--- src/hw/rtl/cdq_pkg.sv ---
// ----------------------------------------------------------------------------
// Circular deque package
// Sizes, request and status codes, and the controller-to-datapath command
// bundle shared by the deque modules.
// ----------------------------------------------------------------------------
package cdq_pkg;

   localparam int DEPTH      = 16;
   localparam int DATA_WIDTH = 32;
   localparam int ADDR_W     = $clog2(DEPTH);
   localparam int COUNT_W    = $clog2(DEPTH + 1);
   localparam int OUT_DATA_W = 32;
   localparam int OUT_CNT_W  = 5;

   typedef logic [1:0] req_kind_type;
   typedef logic [1:0] status_type;

   localparam req_kind_type REQ_PUSH_FRONT = 2'd0;
   localparam req_kind_type REQ_PUSH_REAR  = 2'd1;
   localparam req_kind_type REQ_POP_FRONT  = 2'd2;
   localparam req_kind_type REQ_POP_REAR   = 2'd3;

   localparam status_type STAT_OK         = 2'd0;
   localparam status_type STAT_FULL       = 2'd1;
   localparam status_type STAT_EMPTY      = 2'd2;

   typedef struct packed {
      logic issue;
      logic respond;
   } cdq_cmd_type;

endpackage

--- src/hw/rtl/circular_deque.sv ---
// ----------------------------------------------------------------------------
// Circular deque
// Double-ended queue in a ring RAM: push or pop at either end, one response
// per request with data, status, empty, full and fill count.
//
//   Channel   Handshake              Contents
//   request   start high, busy low   req_type, req_push_value
//   response  rsp_valid (strobe)     rsp_data_out, rsp_status, rsp_now_empty,
//                                    rsp_now_full, rsp_fill_count
//
// For each request, the ring RAM is written or read in the cycle
// it is taken, and the response strobes in the next cycle while busy is high.
// A new request can be taken the cycle after the strobe.
// Reset is synchronous and clears the indices and count; the RAM is not
// cleared, as only written entries are ever read.
// The receiver cannot stall; each response is valid for exactly one cycle.
// ----------------------------------------------------------------------------
module circular_deque (
   input  logic                   clock,
   input  logic                   reset,
   input  logic                   start,
   output logic                   busy,
   input  cdq_pkg::req_kind_type  req_type,
   input  logic [31:0]            req_push_value,
   output logic                   rsp_valid,
   output logic [31:0]            rsp_data_out,
   output cdq_pkg::status_type    rsp_status,
   output logic                   rsp_now_empty,
   output logic                   rsp_now_full,
   output logic [4:0]             rsp_fill_count
);
   import cdq_pkg::*;

   cdq_cmd_type cmd;

   cdq_ctrl u_ctrl (
      .clock (clock),
      .reset (reset),
      .start (start),
      .busy  (busy),
      .cmd   (cmd)
   );

   cdq_dpath u_dpath (
      .clock          (clock),
      .reset          (reset),
      .cmd            (cmd),
      .req_type       (req_type),
      .req_push_value (req_push_value),
      .rsp_valid      (rsp_valid),
      .rsp_data_out   (rsp_data_out),
      .rsp_status     (rsp_status),
      .rsp_now_empty  (rsp_now_empty),
      .rsp_now_full   (rsp_now_full),
      .rsp_fill_count (rsp_fill_count)
   );

   // Every accepted request produces its response in the following cycle.
   a_resp_follows: assert property (@(posedge clock) disable iff (reset)
      start && !busy |=> rsp_valid)
      else $error("request accepted without a response in the next cycle");

   a_resp_single: assert property (@(posedge clock) disable iff (reset)
      rsp_valid |=> !rsp_valid)
      else $error("response strobe held for more than one cycle");

   a_resp_busy: assert property (@(posedge clock) disable iff (reset)
      rsp_valid |-> busy)
      else $error("response presented while a new request could be taken");

   a_refused_zero: assert property (@(posedge clock) disable iff (reset)
      rsp_valid && (rsp_status == STAT_FULL || rsp_status == STAT_EMPTY)
         |-> rsp_data_out == '0)
      else $error("refused request returned non-zero data");

   a_flags_excl: assert property (@(posedge clock) disable iff (reset)
      rsp_valid |-> !(rsp_now_empty && rsp_now_full))
      else $error("queue reported empty and full together");

endmodule

--- src/hw/rtl/cdq_ram.sv ---
// ----------------------------------------------------------------------------
// Generic single-port RAM
// One write and one read per cycle at a shared address, registered read data.
// ----------------------------------------------------------------------------
module cdq_ram #(
   parameter int WIDTH = 32,
   parameter int DEPTH = 16
) (
   input  logic                     clock,
   input  logic                     wr_en,
   input  logic                     rd_en,
   input  logic [$clog2(DEPTH)-1:0] addr,
   input  logic [WIDTH-1:0]         wr_data,
   output logic [WIDTH-1:0]         rd_data
);

   logic [WIDTH-1:0] mem_ff [DEPTH];
   logic [WIDTH-1:0] rd_data_ff;

   always_ff @(posedge clock) begin
      if (wr_en) begin
         mem_ff[addr] <= wr_data;
      end
      if (rd_en) begin
         rd_data_ff <= mem_ff[addr];
      end
   end

   assign rd_data = rd_data_ff;

endmodule

--- src/hw/rtl/cdq_ctrl.sv ---
// ----------------------------------------------------------------------------
// Circular deque controller
// Takes a request when idle and holds busy for the cycle in which the
// response is presented.
// ----------------------------------------------------------------------------
module cdq_ctrl (
   input  logic                 clock,
   input  logic                 reset,
   input  logic                 start,
   output logic                 busy,
   output cdq_pkg::cdq_cmd_type cmd
);
   import cdq_pkg::*;

   localparam logic ST_IDLE = 1'b0;
   localparam logic ST_RESP = 1'b1;

   logic state_ff;
   logic state_in;

   always_comb begin
      state_in = state_ff;
      unique case (state_ff)
         ST_IDLE: begin
            if (start) begin
               state_in = ST_RESP;
            end
         end
         ST_RESP: begin
            state_in = ST_IDLE;
         end
         default: begin
            state_in = ST_IDLE;
         end
      endcase
   end

   always_ff @(posedge clock) begin
      if (reset) begin
         state_ff <= ST_IDLE;
      end else begin
         state_ff <= state_in;
      end
   end

   assign busy        = (state_ff == ST_RESP);
   assign cmd.issue   = start && (state_ff == ST_IDLE);
   assign cmd.respond = (state_ff == ST_RESP);

endmodule

--- src/hw/rtl/cdq_dpath.sv ---
// ----------------------------------------------------------------------------
// Circular deque datapath
// Front and rear indices, element count, the ring RAM and the response
// registers.
// ----------------------------------------------------------------------------
module cdq_dpath (
   input  logic                     clock,
   input  logic                     reset,
   input  cdq_pkg::cdq_cmd_type     cmd,
   input  cdq_pkg::req_kind_type    req_type,
   input  logic [31:0]              req_push_value,
   output logic                     rsp_valid,
   output logic [31:0]              rsp_data_out,
   output cdq_pkg::status_type      rsp_status,
   output logic                     rsp_now_empty,
   output logic                     rsp_now_full,
   output logic [4:0]               rsp_fill_count
);
   import cdq_pkg::*;

   logic [ADDR_W-1:0]     head_ff, head_in;
   logic [ADDR_W-1:0]     tail_ff, tail_in;
   logic [COUNT_W-1:0]    count_ff, count_in;
   status_type            status_ff, status_in;
   logic [DATA_WIDTH-1:0] word_ff, word_in;
   logic                  from_ram_ff, from_ram_in;

   logic [DATA_WIDTH-1:0] push_word;
   logic [DATA_WIDTH-1:0] ram_rd_data;
   logic [DATA_WIDTH-1:0] rsp_word;
   logic [63:0]           rsp_word_wide;
   logic [15:0]           count_wide;
   logic [ADDR_W-1:0]     ram_addr;
   logic                  ram_wr_en;
   logic                  is_push;
   logic                  is_empty;
   logic                  is_full;
   logic [ADDR_W-1:0]     head_up, head_down, tail_up, tail_down;

   localparam logic [ADDR_W-1:0] LAST_IDX = ADDR_W'(DEPTH - 1);

   assign push_word = DATA_WIDTH'(64'(req_push_value));
   assign is_push   = (req_type == REQ_PUSH_FRONT) || (req_type == REQ_PUSH_REAR);
   assign is_empty  = (count_ff == '0);
   assign is_full   = (count_ff == COUNT_W'(DEPTH));

   assign head_up   = (head_ff == LAST_IDX) ? '0 : head_ff + 1'b1;
   assign head_down = (head_ff == '0) ? LAST_IDX : head_ff - 1'b1;
   assign tail_up   = (tail_ff == LAST_IDX) ? '0 : tail_ff + 1'b1;
   assign tail_down = (tail_ff == '0) ? LAST_IDX : tail_ff - 1'b1;

   always_comb begin
      head_in     = head_ff;
      tail_in     = tail_ff;
      count_in    = count_ff;
      status_in   = STAT_OK;
      word_in     = '0;
      from_ram_in = 1'b0;
      ram_addr    = head_ff;
      ram_wr_en   = 1'b0;
      if (is_push) begin
         if (is_full) begin
            status_in = STAT_FULL;
         end else begin
            // A push into an empty queue restarts both ends at entry zero.
            if (is_empty) begin
               head_in  = '0;
               tail_in  = '0;
               ram_addr = '0;
            end else if (req_type == REQ_PUSH_FRONT) begin
               head_in  = head_down;
               ram_addr = head_down;
            end else begin
               tail_in  = tail_up;
               ram_addr = tail_up;
            end
            ram_wr_en = cmd.issue;
            count_in  = count_ff + 1'b1;
            word_in   = push_word;
         end
      end else begin
         if (is_empty) begin
            status_in = STAT_EMPTY;
         end else begin
            if (req_type == REQ_POP_FRONT) begin
               ram_addr = head_ff;
               head_in  = head_up;
            end else begin
               ram_addr = tail_ff;
               tail_in  = tail_down;
            end
            count_in    = count_ff - 1'b1;
            from_ram_in = 1'b1;
         end
      end
   end

   always_ff @(posedge clock) begin
      if (reset) begin
         head_ff  <= '0;
         tail_ff  <= '0;
         count_ff <= '0;
      end else if (cmd.issue) begin
         head_ff  <= head_in;
         tail_ff  <= tail_in;
         count_ff <= count_in;
      end
   end

   always_ff @(posedge clock) begin
      if (cmd.issue) begin
         status_ff   <= status_in;
         word_ff     <= word_in;
         from_ram_ff <= from_ram_in;
      end
   end

   cdq_ram #(
      .WIDTH (DATA_WIDTH),
      .DEPTH (DEPTH)
   ) u_ring (
      .clock   (clock),
      .wr_en   (ram_wr_en),
      .rd_en   (cmd.issue),
      .addr    (ram_addr),
      .wr_data (push_word),
      .rd_data (ram_rd_data)
   );

   // The count and indices already hold their post-request values here.
   assign rsp_word       = from_ram_ff ? ram_rd_data : word_ff;
   assign rsp_word_wide  = 64'(rsp_word);
   assign count_wide     = 16'(count_ff);
   assign rsp_valid      = cmd.respond;
   assign rsp_data_out   = rsp_word_wide[OUT_DATA_W-1:0];
   assign rsp_status     = status_ff;
   assign rsp_now_empty  = (count_ff == '0);
   assign rsp_now_full   = (count_ff == COUNT_W'(DEPTH));
   assign rsp_fill_count = count_wide[OUT_CNT_W-1:0];

endmodule

--- config.mk ---
export PLATFORM = sky130hd
export DESIGN_NAME = circular_deque
export DESIGN_NICKNAME = d
export VERILOG_FILES = /design/src/hw/rtl/cdq_pkg.sv /design/src/hw/rtl/circular_deque.sv /design/src/hw/rtl/cdq_ram.sv /design/src/hw/rtl/cdq_ctrl.sv /design/src/hw/rtl/cdq_dpath.sv
export SDC_FILE = /design/constraint.sdc
export NUM_CORES = 1
export LEC_CHECK = 0
export ABC_AREA = 1
export BUFFER_PORTS_ARGS = -buffer_cell sky130_fd_sc_hd__buf_4
export CAP_MARGIN = 20
export CELL_PAD_IN_SITES_DETAIL_PLACEMENT = 1
export CELL_PAD_IN_SITES_GLOBAL_PLACEMENT = 1
export CORE_UTILIZATION = 45
export CTS_CLUSTER_DIAMETER = 80
export DETAILED_ROUTE_END_ITERATION = 7
export GPL_TIMING_DRIVEN = 1
export PLACE_DENSITY_LB_ADDON = 0.1
export RECOVER_POWER = 50
export SLEW_MARGIN = 20
export SYNTH_ARGS = -nofsm -noshare
export SYNTH_HDL_FRONTEND = slang
export SYNTH_SLANG_ARGS = --single-unit
--- constraint.sdc ---
create_clock -name clock -period 5.8 [get_ports clock]
set_input_delay 0.29 -clock clock [delete_from_list [all_inputs] [get_ports clock]]
set_output_delay 0.29 -clock clock [all_outputs]
set_load 0.1 [all_outputs]
==> results.json, run 1 <==
{
  "drt_iter0_markers": 1182,
  "p_leak_nw": 11.93,
  "die_h_um": 241.8,
  "gp_congestion": 0.7908,
  "worst-r2r-cell-count": 9,
  "cts-buffers-inserted": 67,
  "whs_endpoint": "u_dpath.tail_ff[0]",
  "grt-ovfl-total": 0,
  "worstHoldPathCells": 3,
  "clkPwrFrac_pct": 34.2,
  "reg2reg_slack_ns": 1.62,
  "synthesis.nets": 2526,
  "htree_levels": 3,
  "hold_start": "req_type[1]",
  "yosysWarningCount": 0,
  "max_freq_mhz": 239.3,
  "pwr-share-seq_pct": 41.5,
  "clockBufferDepth": 3,
  "insertion_delay_ns": 0.60,
  "fp.dieW_um": 241.8,
  "ant_nets": 0,
  "drt_pass1_iterations": 5,
  "maxSlewHeadroom_pct": -69.71,
  "ir_worst_vdd_mv": 0.2871,
  "layout.cells.non_filler": 3328,
  "wire_per_inst_um": 21.63,
  "min_period_over_period_pct": 72.05,
  "r2r_start": "u_dpath.rsp_fill_count[0]",
  "num_rows": 87,
  "cts.root.buffer_cell": "clkbuf_16",
  "antenna_found_initial": 0,
  "final.fill_count": 6178,
  "vias": 17859,
  "fin_util_pct": 51.40,
  "synth_top_area_share_pct": 67.18,
  "status": "complete, but fails checks",
  "synthTopCellsByArea": "edfxtp_1 (67%), nand2_1 (17%), nand3_1 (5.3%), buf_2 (2.0%), inv_1 (1.6%)",
  "cp_max_fo": 105,
  "core_area_um2": 56600,
  "drc": 0,
  "cap_violations": 2,
  "p_switching_w": 0.003953,
  "combPwrFrac_pct": 24.3,
  "dieArea_um2": 58470,
  "r2r-end": "u_dpath.u_ring.mem_ff[10][5]",
  "cp-end-kind": "flop",
  "syn_to_final_growth_pct": 12.42,
  "synth_cell_types": 34,
  "routed_wl_mm": 71.99,
  "switching_share_pct": 32.89,
  "hold_slack_ns": 0.1715,
  "worst_ep_arrival_time_ns": 4.47,
  "syn_area_um2": 25880,
  "finalSetupViolCount": 0,
  "yosysTopAreaCell": "edfxtp_1",
  "power.density_nw_per_um2": 413.1,
  "ys_seq_elements": 593,
  "hp-class": "in2reg",
  "cts_resized": 0,
  "cts_tree": "built",
  "viasPerCell": 5.366,
  "violations": "capacitance limit, slew limit",
  "setup.worst_path.start_class": "flop",
  "clkSinkCount": 593,
  "initial_core_util_pct": 45.72,
  "portBuffers": 79,
  "grt_pass1_wl_mm": 111.6,
  "finalHoldViolCount": 0,
  "antenna_cells": 0,
  "path_class": "reg2reg",
  "grt_max_degree": 205,
  "clk_pin_slew_ns": 0.06,
  "grt_pass1_vias": 18725,
  "layout-drive-gt1-share_pct": 9.253,
  "pin_count": 80,
  "dp_hpwl_mm": 39.32,
  "ys_seq_area_share_pct": 68.27,
  "p_total_w": 0.01202,
  "syn_inst": 2480,
  "placed_cells": 3214,
  "worst_pin_slew_ns": 2.546,
  "fin_skew_ns": 0.01737,
  "worst_ep_required_time_ns": 6.09,
  "grtUsageTotal_pct": 24.87,
  "nNetsFinal": 2575,
  "rsz0062_at_grt": "false",
  "syn_avg_cell_area_um2": 10.44,
  "final_max_slew_viol_count": 74,
  "internal_power_w": 0.008065,
  "period_minus_slack_ns": 4.179,
  "fin_setup_tns_ns": 0
}
kinds of logic after synthesis:
logic type / share of synthesized area [%]
flops: 68.27
simple gates: 24.01
xor+xnor: 0.1354
mux: 1.392
compound gates: 1.001
buf+inv: 4.733
fa+ha+maj: 0.4641
worst max-delay path, cell delays in order (launching register included):
cell and delay (ns):
dfxtp_1 0.45, nor2_1 0.14, nand3_1 0.28, nor2_1 0.10
nor2_1 0.29, nand2_8 0.49, nand2_8 0.54, nand3_1 0.42
nor2_4 0.79, buf_4 0.31
worst max-delay path by stage:
stage | from | endpoint | slack [ns]
floorplan | u_ctrl.busy | u_dpath.u_ring.mem_ff[1][0] | 0.57
global placement | u_dpath.head_ff[0] | u_dpath.u_ring.mem_ff[10][4] | 1.74
detailed placement | u_dpath.head_ff[0] | u_dpath.u_ring.mem_ff[10][7] | 1.66
CTS | u_dpath.head_ff[0] | u_dpath.u_ring.mem_ff[10][5] | 1.65
global route | u_dpath.rsp_fill_count[0] | u_dpath.u_ring.mem_ff[10][5] | 1.31
finish | u_dpath.rsp_fill_count[0] | u_dpath.u_ring.mem_ff[10][5] | 1.62
synthesized netlist by cell type (all sizes together):
library cell and instances:
edfxtp 579, xor2 1, a21oi 19, o2bb2ai 1, nand2 1167, fa 1
inv 131, a31oi 1, o21a 1, clkbuf 6, o21ai 22, dfxtp 14
xnor2 3, nor3 1, ha 8, nor2 77, nand3 277, o22ai 2
mux2 32, buf 130, a211oi 1, nand4 6
registers in the layout, summed over array words and instances (netlist names):
signal	count
u_ctrl.busy	1
u_dpath.from_ram_ff	1
u_dpath.head_ff	4
u_dpath.u_ring.rd_data	32
u_dpath.word_ff	32
u_dpath.u_ring.mem_ff	512
u_dpath.rsp_fill_count	5
u_dpath.tail_ff	4
u_dpath.rsp_status	2
area by class of cell:
class / instances / area (um^2) / share of cell area [%]
Clock buffer: 86 / 1790 / 6.154
Tap cell: 756 / 945.9 / 3.251
Inverter: 131 / 491.7 / 1.690
Clock inverter: 26 / 274.0 / 0.9418
Multi-Input combinational cell: 1620 / 7136 / 24.53
Sequential cell: 593 / 17670 / 60.72
Timing Repair Buffer: 116 / 789.5 / 2.714
power groups by stage:
stage	Clock (W)	Combinational [W]	Sequential, W
6_report	0.00411	0.00292	0.00499
3_5_place_dp	0	0.00295	0.00508
3_3_place_gp	0	0.00290	0.00508
4_1_cts	0.00419	0.00297	0.00500
2_1_floorplan	0	0.00209	0.00510
5_1_grt	0.00434	0.00322	0.00501
through the flow:
step	area, um^2	setup WS [ns]
after detailed placement	27200	1.659
final	29090	1.621
after floorplan	25880	0.5726
after global routing	29090	1.310
after CTS	29280	1.650
after global placement	27180	1.738
placed cells by master, fill, tap and decap left out, drive strengths merged:
master,netlist,layout
dlygate4sd3,0,1
o22ai,2,2
nand3,277,277
o21ai,22,22
mux2,32,32
clkinv,0,17
xnor2,3,3
ha,8,8
o21a,1,1
a31oi,1,1
a21oi,19,19
clkbuf,6,129
nand2,1167,1167
o2bb2ai,1,1
edfxtp,579,579
nor3,1,1
nand4,6,6
inv,131,134
xor2,1,1
nor2,77,77
fa,1,1
dfxtp,14,14
bufinv,0,6
a211oi,1,1
buf,130,72
timing repair:
action,in CTS,in global routing
endpoints found under the hold margin,4,0
hold buffers,1,0
buffers inserted,0,0
per-layer routing:
metal	up-vias	global-route usage, %	share of wire, %
li1	8326	-	-
met1	9054	33.45	45
met2	379	42.01	48
met3	100	3.718	4.4
met4	0	6.794	2.4
met5	-	0	0
Note: power is estimated with default switching activity, not from simulation.
==> inputs of run 2 (changes only) <==
--- a/config.mk
+++ b/config.mk
@@ -5,7 +5,7 @@
 export SDC_FILE = /design/constraint.sdc
 export NUM_CORES = 1
 export LEC_CHECK = 0
-export ABC_AREA = 1
+export ABC_AREA = 0
 export BUFFER_PORTS_ARGS = -buffer_cell sky130_fd_sc_hd__buf_4
 export CAP_MARGIN = 20
 export CELL_PAD_IN_SITES_DETAIL_PLACEMENT = 1
==> constraint.sdc (replaced) <==
create_clock -name clock -period 4.01 [get_ports clock]
set_input_delay 0.2005 -clock clock [delete_from_list [all_inputs] [get_ports clock]]
set_output_delay 0.2005 -clock clock [all_outputs]
set_load 0.1 [all_outputs]
==> results.json, run 2 <==
{
  "status": "complete, but fails checks",
  "violations": "capacitance limit, slew limit",
  "dp_hpwl_mm": 37.14,
  "finalHoldViolCount": 0,
  "syn_area_um2": 24410,
  "drc": 0,
  "finalSetupViolCount": 0,
  "synth_top_area_share_pct": 71.24,
  "path_class": "reg2reg",
  "synthesis.nets": 1743,
  "clkSinkCount": 593,
  "gp_congestion": 0.7443,
  "syn_to_final_growth_pct": 15.49,
  "ir_worst_vdd_mv": 0.3968,
  "pin_count": 80,
  "fin_skew_ns": 0.01964,
  "dp_slack_ns": 0.3540,
  "nNetsFinal": 1850,
  "syn_avg_cell_area_um2": 14.38,
  "max_freq_mhz": 274.0,
  "clk_pin_slew_ns": 0.06,
  "viasPerCell": 6.027,
  "largest_reg_flops": 512,
  "antenna_cells": 0,
  "yosysWarningCount": 0,
  "cts_setup_buffers": 0,
  "rsz0062_at_grt": "false",
  "final_common_cell": "edfxtp_1",
  "multi_input_comb_area_um2": 6195,
  "routed_wl_mm": 67.04,
  "portBuffers": 79,
  "min_period_over_period_pct": 91.02,
  "synth_most_common_cell": "edfxtp_1",
  "num_rows": 84,
  "grt_use_met1_pct": 34.55,
  "cp_max_fo": 43,
  "regArea_um2": 17670,
  "synthTopCellsByArea": "edfxtp_1 (71%), nand2_1 (3.9%), a41oi_1 (2.7%), nand3_1 (2.6%), mux2i_1 (2.5%)",
  "ys_seq_elements": 593,
  "cp-end-kind": "flop",
  "grtUsageMet2_pct": 39.40,
  "maxSlewHeadroom_pct": -26.71,
  "fin_setup_tns_ns": 0,
  "p_leak_nw": 9.562,
  "syn_inst": 1697,
  "dieArea_um2": 55170,
  "cap_violations": 1,
  "holdBufCountCts": 33,
  "power.density_nw_per_um2": 627.4,
  "grtUsageTotal_pct": 24.51,
  "fp.dieW_um": 234.9,
  "wire_per_inst_um": 26.40,
  "initial_core_util_pct": 45.99,
  "ant_nets": 0,
  "synth_commonest_cells": "edfxtp_1 (579), nand2_1 (254), nand3_1 (125)",
  "ys_seq_area_share_pct": 72.38,
  "p_total_w": 0.01768,
  "grt-ovfl-total": 0,
  "grt_max_degree": 136,
  "layout-drive-gt1-share_pct": 13.78,
  "setup.worst_path.start_class": "flop",
  "cts_tree": "built",
  "period_minus_slack_ns": 3.650,
  "cts-buffers-inserted": 66,
  "fin_ws_ns": 0.3602,
  "die_h_um": 234.9,
  "hp-class": "in2reg",
  "yosysTopAreaCell": "edfxtp_1",
  "htree_levels": 3,
  "vias": 15303,
  "clockBufferDepth": 3,
  "worst_pin_slew_ns": 1.890,
  "grt_use_met3_pct": 4.276,
  "drt_iter0_markers": 1277,
  "async_flop_share_pct": 0,
  "insertion_delay_ns": 0.59,
  "final_max_slew_viol_count": 31,
  "worst_ep_arrival_time_ns": 3.97,
  "cts_resized": 0,
  "worst_ep_required_time_ns": 4.33,
  "synth_edf_count": 579,
  "drt_pass1_iterations": 7,
  "grt_busiest_layer": "met2",
  "grt_pass1_vias": 15983,
  "core_area_um2": 53080,
  "synth_cell_types": 62,
  "grt_pass1_wl_mm": 102.0,
  "antenna_found_initial": 0,
  "cts.root.buffer_cell": "clkbuf_16",
  "final.fill_count": 5047,
  "mostFrequentLayoutCells": "edfxtp_1 (579), nand2_1 (253), nand3_1 (125)",
  "hold_slack_ns": 0.03936,
  "top_register": "u_dpath.u_ring.mem_ff",
  "synth_ff_type": "edfxtp_1"
}
-- run 2: changes by cell type after synthesis, sizes merged, moves of 57 or more --
cell,before,now
o21ai,22,83
nand2,1167,255
a22oi,0,57
nand3,277,125
clkbuf,6,73
mux2i,0,60
inv,131,11
a41oi,0,76
buf,130,61
-- run 2: logic make-up after synthesis --
family	share of synthesized area [%]
flip-flops	72.38
multiplexers	3.999
AND/OR/NAND/NOR	9.643
buffers and inverters	2.866
XOR/XNOR	0.3230
adder cells (fa/ha/maj)	0.4922
AO/OA/AOI/OAI	10.29
-- run 2: final timing paths --
path	slack [ns]	cells past startpoint	start	to
worst max-delay path	0.36	11	u_dpath.head_ff[0]	u_dpath.u_ring.rd_data[20]
worst min-delay path	0.04	3	start	u_ctrl.busy
worst max register to register	0.36	11	u_dpath.head_ff[0]	u_dpath.u_ring.rd_data[20]
worst min register to register	0.52	2	u_dpath.rsp_fill_count[3]	u_dpath.rsp_fill_count[3]
-- run 2: critical path, cell delays in order, from the launching register on --
cell and delay (ns):
dfxtp_1 0.49, inv_1 0.10, ha_1 0.27, nor3b_1 0.18
o311ai_1 0.55, o2111a_4 0.41, buf_12 0.26, buf_12 0.26
mux2i_1 0.24, mux2i_1 0.10, a32oi_1 0.31, nand3_1 0.14
-- run 2: through the flow --
stage	instances	utilization [%]	instance area (um^2)
global route	2539	53.11	28190
global placement	2391	48.97	25990
CTS	2539	53.44	28360
detailed placement	2391	48.97	25990
floorplan	1697	-	24480
finish	2539	53.11	28190
-- run 2: area by class of cell --
class                           instances  area share (%)
Inverter                               11          0.1509
Clock inverter                         29          0.8079
Clock buffer                           86           6.428
Multi-Input combinational cell        959           21.98
Tap cell                              688           3.054
Sequential cell                       593           62.68
Timing Repair Buffer                  173           4.905
-- run 2: where the power goes --
part	internal (W)	switching, W
Sequential	0.00719	0.000139
Combinational	0.00136	0.00321
Clock	0.00337	0.00241
-- run 2: per-layer routing --
layer / vias to the layer above / part of all wire [%]
li1: 6834 / -
met1: 7984 / 45
met2: 394 / 48
met3: 91 / 5.2
met4: 0 / 1.9
met5: - / 0
==> inputs of run 3 (changes only) <==
==> constraint.sdc (replaced) <==
create_clock -name clock -period 4.01 [get_ports clock]
set_input_delay 0.2005 -clock clock [delete_from_list [all_inputs] [get_ports clock]]
set_output_delay 0.2005 -clock clock [all_outputs]
set_load 0.01 [all_outputs]
==> results.json, run 3 (synthesis gave the netlist of run 2 again) <==
{
  "syn_to_final_growth_pct": 16.78,
  "max_freq_mhz": 266.0,
  "fin_setup_tns_ns": 0,
  "drc": 0,
  "htree_levels": 3,
  "rsz0062_at_grt": "false",
  "multi_input_comb_area_um2": 6210,
  "cts_resized": 0,
  "cts_setup_buffers": 0,
  "grtUsageTotal_pct": 25.29,
  "hp-class": "in2reg",
  "period_minus_slack_ns": 3.760,
  "grt_use_met3_pct": 4.958,
  "fin_util_pct": 53.70,
  "min_period_over_period_pct": 93.77,
  "antenna_cells": 0,
  "clockBufferDepth": 3,
  "worst-path-stages": 8,
  "cp_slowest_stage_delay_ns": 0.74,
  "final_max_slew_viol_count": 32,
  "ant_nets": 0,
  "path_class": "reg2reg",
  "dp_hpwl_mm": 40.40,
  "path_buf_inv": 1,
  "r2r_start": "u_dpath.rsp_fill_count[1]",
  "grtUsageMet2_pct": 40.85,
  "fin_skew_ns": 0.02617,
  "worst_pin_slew_ns": 1.777,
  "routed_wl_mm": 70.13,
  "final_common_cell": "edfxtp_1",
  "cts_tree": "built",
  "clk_pin_slew_ns": 0.06,
  "layout-drive-gt1-share_pct": 14.52,
  "antenna_found_initial": 1,
  "grt_max_degree": 113,
  "insertion_delay_ns": 0.61,
  "grt-ovfl-total": 0,
  "dieArea_um2": 55170,
  "maxSlewHeadroom_pct": -19.09,
  "regArea_um2": 17670,
  "initial_core_util_pct": 45.99,
  "worst-r2r-cell-count": 8,
  "clkSinkCount": 593,
  "grt_use_met1_pct": 35.30,
  "p_total_w": 0.01756,
  "finalSetupViolCount": 0,
  "cp-end-kind": "flop",
  "mostFrequentLayoutCells": "edfxtp_1 (579), nand2_1 (253), nand3_1 (125)",
  "p_leak_nw": 9.729,
  "cts.root.buffer_cell": "clkbuf_16",
  "final.fill_count": 5012,
  "fp.dieW_um": 234.9,
  "core_area_um2": 53080,
  "largest_reg_flops": 512,
  "status": "complete, but fails checks",
  "portBuffers": 79,
  "grt_pass1_wl_mm": 103.3,
  "gp_congestion": 0.7884,
  "finalHoldViolCount": 0,
  "cap_violations": 1,
  "cts-buffers-inserted": 66,
  "cp-startpoint": "u_dpath.rsp_fill_count[1]",
  "ir_worst_vdd_mv": 0.5147,
  "worst_ep_required_time_ns": 4.47,
  "pin_count": 80,
  "grt_busiest_layer": "met2",
  "worst_ep_arrival_time_ns": 4.22,
  "top_register": "u_dpath.u_ring.mem_ff",
  "reg2reg_slack_ns": 0.25,
  "path_cells": "or4_1 -> o21a_1 -> mux2_4 -> a221oi_4 -> buf_4 -> and2_1 -> a32oi_1 -> nand3_1",
  "r2r-end": "u_dpath.u_ring.rd_data[15]",
  "nNetsFinal": 1858,
  "cp-endpoint": "u_dpath.u_ring.rd_data[15]",
  "grt_pass1_vias": 15745,
  "drt_iter0_markers": 1287,
  "vias": 15515,
  "viasPerCell": 6.091,
  "wire_per_inst_um": 27.54,
  "violations": "capacitance limit, slew limit",
  "power.density_nw_per_um2": 616.0,
  "critPathSlowestCell": "or4_1",
  "die_h_um": 234.9,
  "cp_max_fo": 13,
  "cp_top_family": "simple AND/OR/NAND/NOR gates",
  "setup.worst_path.start_class": "flop",
  "num_rows": 84,
  "holdBufCountCts": 33,
  "drt_pass1_iterations": 5
}
==> run 3: how the worst min path moves through the flow <==
stage | from | endpoint | slack [ns] | cells past startpoint
5_1_grt | start | u_ctrl.busy | 0.06 | 3
2_1_floorplan | reset | u_dpath.head_ff[0] | 0.27 | 1
3_3_place_gp | reset | u_dpath.tail_ff[2] | 0.52 | 2
3_5_place_dp | reset | u_dpath.tail_ff[2] | 0.52 | 2
6_report | start | u_ctrl.busy | 0.03 | 3
4_1_cts | start | u_ctrl.busy | 0.02 | 3
==> run 3: area by class of cell <==
type                       count  share of cell area (%)
clock buffer                  80                   6.277
multi-input combinational    959                   21.79
timing repair buffer         181                   5.290
inverter                      11                  0.1492
sequential                   593                   61.98
clock inverter                35                   1.497
tap                          688                   3.020
==> run 3: tightest hold or removal path, cell delays in order <==
cell	delay (ns)
buf_4	0.08
nand2b_1	0.17
nor2_1	0.13
==> run 3: stage by stage <==
stage / area [um^2] / instances / worst slack [ns] / hold slack, ns
finish: 28500 / 2547 / 0.2499 / 0.03439
global route: 28500 / 2547 / 0.07773 / 0.05665
CTS: 28670 / 2547 / 0.2987 / 0.01611
detailed placement: 26120 / 2399 / 0.2901 / 0.5187
global placement: 25950 / 2392 / 0.2098 / 0.5202
floorplan: 24420 / 1697 / -0.1331 / 0.2726
==> run 3: per-layer routing <==
metal	vias up	wire length, um
met4	0	1241
met2	467	33380
met5	-	0
met1	8111	31350
met3	86	4156
li1	6851	-
==> run 3: power by group <==
part | leakage (nW) | switching, W | internal, W | total, W
Clock | 1.08 | 0.00242 | 0.00381 | 0.00624
Combinational | 3.26 | 0.00266 | 0.00135 | 0.00401
Sequential | 5.38 | 0.000126 | 0.00719 | 0.00731
Total | 9.73 | 0.00521 | 0.0124 | 0.0176
